$ cat config.mk
export PLATFORM = sky130hd
export DESIGN_NAME = seeds_row_unit
export DESIGN_NICKNAME = d
export VERILOG_FILES = /design/src/rtl/core/seeds_pkg.sv /design/src/rtl/core/seeds_row_unit.sv
export SDC_FILE = /design/constraint.sdc
export NUM_CORES = 1
export LEC_CHECK = 0
export BUFFER_PORTS_ARGS = -buffer_cell sky130_fd_sc_hd__buf_4
export CORE_UTILIZATION = 44
export DETAILED_ROUTE_END_ITERATION = 6
export GPL_ROUTABILITY_DRIVEN = 0
export PLACE_DENSITY = 0.68
export SETUP_SLACK_MARGIN = 0.05
export SLEW_MARGIN = 20
export SYNTH_ARGS = -nofsm -noshare
export SYNTH_HDL_FRONTEND = slang
export SYNTH_SLANG_ARGS = --single-unit
$ cat constraint.sdc
create_clock -name vclk -period 18.08
set_input_delay 4.52 -clock vclk [all_inputs]
set_output_delay 4.52 -clock vclk [all_outputs]
set_load 0.02 [all_outputs]
$ cat src/rtl/core/seeds_pkg.sv
// Shared constants, types and helpers for the Seeds torus automaton.
// No dependencies.
package seeds_pkg;

  localparam int ROWS_MAX = 64;
  localparam int COLS_MAX = 64;
  localparam int ROW_AW   = $clog2(ROWS_MAX);
  localparam int COL_AW   = $clog2(COLS_MAX);
  localparam int EXT_W    = 7;
  localparam int CNT_W    = 4;

  localparam logic [EXT_W-1:0] MIN_EXTENT  = EXT_W'(3);
  localparam logic [EXT_W-1:0] ROWS_LIMIT  = EXT_W'(ROWS_MAX);
  localparam logic [EXT_W-1:0] COLS_LIMIT  = EXT_W'(COLS_MAX);
  localparam logic [CNT_W-1:0] BIRTH_COUNT = CNT_W'(2);

  localparam logic REG_ROWS = 1'b0;
  localparam logic REG_COLS = 1'b1;

  typedef logic [COLS_MAX-1:0] row_t;

  typedef enum logic [1:0] {
    CMD_WRITE = 2'd0,
    CMD_READ  = 2'd1,
    CMD_STEP  = 2'd2,
    CMD_NONE  = 2'd3
  } cmd_t;

  typedef enum logic [2:0] {
    ST_IDLE,
    ST_CELL,
    ST_PRE0,
    ST_PRE1,
    ST_PRE2,
    ST_ROW,
    ST_DONE
  } state_t;

  function automatic logic [EXT_W-1:0] clamp_extent(input logic [EXT_W-1:0] v,
                                                    input logic [EXT_W-1:0] maxv);
    logic [EXT_W-1:0] res;
    if (v < MIN_EXTENT) begin
      res = MIN_EXTENT;
    end else if (v > maxv) begin
      res = maxv;
    end else begin
      res = v;
    end
    return res;
  endfunction

endpackage

$ cat src/rtl/core/seeds_row_unit.sv
// One-row Seeds (B2/S) update: a lane per column with wrapped neighbors.
// Depends on seeds_pkg.
module seeds_row_unit (
  input  seeds_pkg::row_t                 prev_row,
  input  seeds_pkg::row_t                 cur_row,
  input  seeds_pkg::row_t                 next_row,
  input  logic [seeds_pkg::EXT_W-1:0]     cols,
  output seeds_pkg::row_t                 new_row
);

  logic [seeds_pkg::COL_AW-1:0] last_col;
  seeds_pkg::row_t              pl, pr, cl, cr, nl, nr;
  logic [seeds_pkg::CNT_W-1:0]  cnt [seeds_pkg::COLS_MAX];

  assign last_col = seeds_pkg::COL_AW'(cols - seeds_pkg::EXT_W'(1));

  always_comb begin
    for (int c = 0; c < seeds_pkg::COLS_MAX; c++) begin
      if (c == 0) begin
        pl[c] = prev_row[last_col];
        cl[c] = cur_row[last_col];
        nl[c] = next_row[last_col];
      end else begin
        pl[c] = prev_row[c-1];
        cl[c] = cur_row[c-1];
        nl[c] = next_row[c-1];
      end
      if (c == seeds_pkg::COLS_MAX - 1 || seeds_pkg::COL_AW'(c) == last_col) begin
        pr[c] = prev_row[0];
        cr[c] = cur_row[0];
        nr[c] = next_row[0];
      end else begin
        pr[c] = prev_row[c+1];
        cr[c] = cur_row[c+1];
        nr[c] = next_row[c+1];
      end
      cnt[c] = seeds_pkg::CNT_W'(pl[c]) + seeds_pkg::CNT_W'(prev_row[c])
             + seeds_pkg::CNT_W'(pr[c]) + seeds_pkg::CNT_W'(cl[c])
             + seeds_pkg::CNT_W'(cr[c]) + seeds_pkg::CNT_W'(nl[c])
             + seeds_pkg::CNT_W'(next_row[c]) + seeds_pkg::CNT_W'(nr[c]);
      if (seeds_pkg::EXT_W'(c) < cols) begin
        new_row[c] = (cnt[c] == seeds_pkg::BIRTH_COUNT);
      end else begin
        new_row[c] = cur_row[c];
      end
    end
  end

endmodule

## Word-level counts from Yosys, hierarchy flattened

Cells that the tools add are included.

| operators by class | value |
|---|---|
| add/subtract/negate cells | 449 |
| $lt $le $gt $ge | 65 |
| equal/unequal tests | 126 |
| muxes and demuxes | 259 |
| reduce and logical (&&, ||, !) cells | 1 |

Operators by type and width:

| kind | count |
|---|---|
| $add 4x1->4 | 256 |
| $add 3x1->4 | 64 |
| $eq 4x2->1 const B | 64 |
| $mux 1 | 256 |
| $lt 6x7->1 const A | 32 |
| $add 2x1->3 | 64 |
| $eq 6x6->1 const A | 31 |
| $add 1x1->2 | 64 |
| $lt 5x7->1 const A | 16 |
| $eq 5x6->1 const A | 16 |
| $lt 4x7->1 const A | 8 |
| $eq 4x6->1 const A | 8 |
| $lt 3x7->1 const A | 4 |
| $eq 3x6->1 const A | 4 |
| $bmux 1 s6 | 3 |
| $lt 1x7->1 const A | 2 |
| $lt 2x7->1 const A | 2 |
| $eq 2x6->1 const A | 2 |
| $lt 6x7->1 const B | 1 |
| $eq 1x6->1 const A | 1 |
| $logic_not 6->1 | 1 |
| $sub 6x1->6 const B | 1 |

| storage, ports and cells | value |
|---|---|
| flip-flop bits (word level) | 0 |
| bits of input ports | 199 |
| output and inout bits | 64 |
| word-level logic and storage cells | 900 |

## Longest topological paths before layout

| logic depth | value |
|---|---|
| depth in word-level cells | 12 |
| depth in mapped cells | 23 |
| depth with buffers taken out | 18 |

## Least setup slack after synthesis

No wires, ideal clock.

| path | value |
|---|---|
| path type | in2out |
| start point | input cols[0] (netlist bit) |
| end point | output new_row[0] |
| arrival time | 9.758 ns |
| required time | 13.560 ns |
| slack | 3.802 ns |
| cell stages on the path | 22 |
| path buffers | 5 |
| cell sequence | buf_2 buf_2 clkinv_1 buf_2 ha_1 buf_2 nor2_1 a21oi_1 o21ai_1 clkbuf_1 and3_1 mux2_2 fa_1 inv_1 fa_1 inv_1 fa_1 ha_1 fa_1 o21ai_0 nand4b_1 nand2_1 |

| on the way | value |
|---|---|
| word-level cells in the longest chain between the ends | 12 |
| elaborated cells between the ends (all ways) | 21 |
| those cells by class | add/sub (8); order compare (1); eq/ne (1); mux (10); reduce/logical (1) |

Ends and longest elaborated chain:

| what | line | RTL |
|---|---|---|
| from (decl) | seeds_row_unit.sv:7 | `input logic [seeds_pkg::EXT_W-1:0] cols,` |
| $sub 6x1->6 | seeds_row_unit.sv:15 | `assign last_col = seeds_pkg::COL_AW'(cols - seeds_pkg::EXT_W'(1));` |
| $bmux 1 s6 | seeds_row_unit.sv:20 | `pl[c] = prev_row[last_col];` |
| $mux 1 (not written as such) | seeds_row_unit.sv:20 |  |
| $add 1x1->2 | seeds_row_unit.sv:37 | `cnt[c] = seeds_pkg::CNT_W'(pl[c]) + seeds_pkg::CNT_W'(prev_row[c])` |
| $add 2x1->3 | seeds_row_unit.sv:38 | `+ seeds_pkg::CNT_W'(pr[c]) + seeds_pkg::CNT_W'(cl[c])` |
| $add 3x1->4 | seeds_row_unit.sv:38 |  |
| $add 4x1->4 (2 in a row) | seeds_row_unit.sv:39 | `+ seeds_pkg::CNT_W'(cr[c]) + seeds_pkg::CNT_W'(nl[c])` |
| $add 4x1->4 (2 in a row) | seeds_row_unit.sv:40 | `+ seeds_pkg::CNT_W'(next_row[c]) + seeds_pkg::CNT_W'(nr[c]);` |
| $eq 4x2->1 | seeds_row_unit.sv:42 | `new_row[c] = (cnt[c] == seeds_pkg::BIRTH_COUNT);` |
| $mux 1 * | seeds_row_unit.sv:41 | `if (seeds_pkg::EXT_W'(c) < cols) begin` |
| to (decl) | seeds_row_unit.sv:8 | `output seeds_pkg::row_t new_row` |

Every way passes the cells marked *; elsewhere a longest branch is shown, timed or not. The select of a mux whose other input is x is not followed.

## Worst setup path after layout

Ends and elaborated chain as after synthesis.

==> PnR_summary.wiki <==
{| class="wikitable"
! Metric !! Value
|-
| Share of cells above drive strength 1 || 25.6%
|-
| Per-cell routed wire length || 22.6 um
|-
| DP Area || 0.0180 sq mm
|-
| Total of clock buffers placed in the layout || 0
|-
| Placed insts || 2,243
|-
| Area inside the core boundary || 0.0348 sq mm
|-
| Filler cell count || 3,188
|-
| FF+latch area || 0 sq um
|-
| Wire length reported by the detailed router || 50,700 um
|-
| CTS resizes || 0
|-
| Setup crit end kind || output pin
|-
| Pin count of the biggest net entering global routing || 68
|-
| WS Path Type || input pin to output pin
|-
| Slew @ Worst Pin || 1.12 ns
|-
| Maximum frequency from static timing analysis || 67.0 MHz
|-
| Global-route wire length before repair || 79,400 um
|-
| Non-Filler Instances || 2,243
|-
| Total of buffers placed on input and output ports || 263
|-
| Via density per instance || 6.05
|-
| Final Max Tran Viols || 0
|-
| Post-route minimum period || 14.93 ns
|-
| Synth top area share || 32.6%
|-
| Leakage Power || 8.51 nW
|-
| Required time worst endpoint || 13.56 ns
|-
| Worst path bufs/invs || 6
|-
| Total negative slack for setup checks || 0 ns
|-
| Cells after synthesis || 1,584
|-
| Die Height || 191 um
|-
| Worst slew slack as a fraction of its limit || 25.3%
|-
| Endpoint arrival time on the critical path || 10.41 ns
|-
| # IOs || 263
|-
| Post-DP HPWL || 42,700 um
|-
| Mapped cell area || 0.0157 sq mm
|-
| Synthesis-to-layout area growth || 14.7%
|-
| Count of unique library cells instantiated by Yosys || 62
|-
| Cell breakdown of the critical path || buf_4 -> clkinv_1 -> buf_4 -> ha_2 -> buf_4 -> mux4_2 -> mux2_2 -> a222oi_1 -> a22o_1 -> fa_1 -> inv_1 -> fa_1 -> ha_1 -> fa_1 -> o21ai_0 -> nand4b_1 -> nand2_1 -> buf_4
|-
| Part of the Yosys area used for sequential elements || 0%
|-
| Die width || 191 um
|-
| Crit Path Max Fanout || 36
|-
| Ratio of final minimum period to clock period || 82.6%
|-
| Via count of the first global-routing pass || 14.1k
|-
| Number of nets in the finished design || 2,442
|-
| VDD IR-drop max || 0.0000377 V
|-
| Initial Utilization || 45.1%
|-
| RSZ-0062 raised after global routing || no
|-
| Dominant cells by area after synthesis || sky130_fd_sc_hd__fa_1 (33%), sky130_fd_sc_hd__ha_1 (16%), sky130_fd_sc_hd__mux2i_1 (8.2%)
|-
| Most numerous cell on the critical path || sky130_fd_sc_hd__buf_4
|-
| Result of the run || finished clean
|-
| Final Setup Violations || 0
|-
| DIE AREA || 0.0365 sq mm
|-
| FP Rows || 68
|-
| Seq cells || 0
|-
| Cell taking the most area after synthesis || sky130_fd_sc_hd__fa_1
|-
| Power density over the cells || 52.1 mW/mm^2
|-
| Hold Fails Final Rpt || 0
|-
| Drt drc || 0
|-
| Count of hold buffers inserted by post-cts repair || 0
|-
| Synth Warn # || 0
|-
| Post-route cell area || 0.0180 sq mm
|-
| Kind of launch point of the worst setup path || input pin
|-
| DRT Pass-1 Iters || 6
|-
| Remaining number of nets flagged by the antenna check after routing || 0
|-
| Number of buffers inserted by post-CTS setup repair || 0
|-
| Class of the worst hold path || input pin to output pin
|-
| Combined global-route utilization of all metal layers || 28.2%
|-
| Initial antenna violation count || 0
|-
| Total global routing overflow || 0
|-
| Delay-heaviest family, CP || adder cells
|-
| Syn Area/Cell || 9.91 sq um
|-
| Vias || 13.6k
|-
| Cell with the biggest individual delay on the critical path || sky130_fd_sc_hd__ha_2
|-
| Worst hold-check slack || 9.39 ns
|-
| Drt initial violations || 1,182
|-
| Net count after synthesis || 2,236
|-
| Antenna diode count || 0
|-
| Slowest Stage Delay on Critical Path || 0.96 ns
|-
| Max-capacitance violation count || 0
|}
tightest hold or removal path, stage by stage:
cell                     delay (ns)
sky130_fd_sc_hd__buf_4         0.12
sky130_fd_sc_hd__a21o_1        0.11
sky130_fd_sc_hd__buf_4         0.13
Yosys cell counts, types with 3 or more instances:
library cell / instances
sky130_fd_sc_hd__a21o_1: 9
sky130_fd_sc_hd__a21oi_1: 110
sky130_fd_sc_hd__a222oi_1: 4
sky130_fd_sc_hd__a22o_1: 3
sky130_fd_sc_hd__a32o_1: 7
sky130_fd_sc_hd__and2_1: 4
sky130_fd_sc_hd__and3_1: 12
sky130_fd_sc_hd__and3_4: 5
sky130_fd_sc_hd__and3b_1: 7
sky130_fd_sc_hd__buf_1: 5
sky130_fd_sc_hd__buf_2: 19
sky130_fd_sc_hd__buf_6: 4
sky130_fd_sc_hd__clkbuf_1: 38
sky130_fd_sc_hd__fa_1: 256
sky130_fd_sc_hd__ha_1: 197
sky130_fd_sc_hd__inv_1: 226
sky130_fd_sc_hd__mux2_1: 10
sky130_fd_sc_hd__mux2_2: 74
sky130_fd_sc_hd__mux2_4: 8
sky130_fd_sc_hd__mux2i_1: 129
sky130_fd_sc_hd__mux4_2: 48
sky130_fd_sc_hd__nand2_1: 61
sky130_fd_sc_hd__nand3_1: 101
sky130_fd_sc_hd__nand3_4: 13
sky130_fd_sc_hd__nand3b_1: 13
sky130_fd_sc_hd__nand4b_1: 21
sky130_fd_sc_hd__nor2_1: 23
sky130_fd_sc_hd__nor3_2: 17
sky130_fd_sc_hd__nor4bb_1: 8
sky130_fd_sc_hd__o21a_1: 11
sky130_fd_sc_hd__o21ai_0: 86
sky130_fd_sc_hd__o21ai_1: 3
sky130_fd_sc_hd__o41ai_1: 7
sky130_fd_sc_hd__or2_2: 8
cells by family after synthesis:
logic type                 after synthesis  share of synthesized area (%)
and+or+nand+nor                        306                           12.5
AOI/OAI and AO/OA                      257                           9.50
muxes                                  270                           22.0
buffers and inverters                  295                           7.52
xor gates and xnor gates                 3                          0.215
adders and majority gates              453                           48.3
power breakdown:
part / total [W] / internal [W] / leakage (nW) / switching [W]
sequential: 0 / 0 / 0 / 0
combinational: 0.000939 / 0.000422 / 8.51 / 0.000517
clock: 0 / 0 / 0 / 0
area by class of cell:
cell class / count / area (sq um) / share of cell area [%]
inverter: 227 / 852 / 4.73
multi-input combinational: 1289 / 14500 / 80.8
tap: 455 / 569 / 3.16
timing repair buffer: 272 / 2040 / 11.3
metrics by stage:
stage | worst slack [ns] | total power (W) | utilization, %
final | 3.15 | 0.000939 | 51.7
after global routing | 2.87 | 0.00107 | 51.7
after CTS | 2.97 | 0.000941 | 51.7
after detailed placement | 3.00 | 0.000935 | 51.7
after global placement | 3.22 | 0.000891 | 51.7
after floorplan | 3.80 | 0.000639 | -
per-layer routing:
metal / vias to the layer above / global-route usage [%] / wire length (um)
met2: 668 / 45.7 / 23400
met4: 0 / 11.5 / 2390
met1: 6750 / 37.8 / 20800
li1: 6009 / - / -
met5: - / 0 / 0
met3: 144 / 3.67 / 4230
placed cells by master, fill, tap and decap left out, drive strengths merged, types with 7 or more instances in the layout:
cell | synthesis | routed
a32o | 7 | 7
a21oi | 112 | 112
nor2 | 23 | 23
nand4b | 21 | 21
buf | 30 | 272
and3 | 17 | 17
nor3 | 20 | 20
fa | 256 | 256
o21a | 11 | 11
nand3 | 114 | 114
nand2 | 61 | 61
a21o | 9 | 9
inv | 226 | 226
mux4 | 48 | 48
nand3b | 13 | 13
or2 | 8 | 8
mux2i | 130 | 130
and3b | 7 | 7
nor4bb | 8 | 8
mux2 | 92 | 92
ha | 197 | 197
o41ai | 7 | 7
o21ai | 90 | 90
worst paths after layout:
check	startpoint	slack [ns]	endpoint	cells after the start
worst max-delay path	cols[0]	3.15	new_row[0]	18
worst min-delay path	cur_row[18]	9.39	new_row[18]	3
Note: power is estimated with default switching activity, not from simulation.
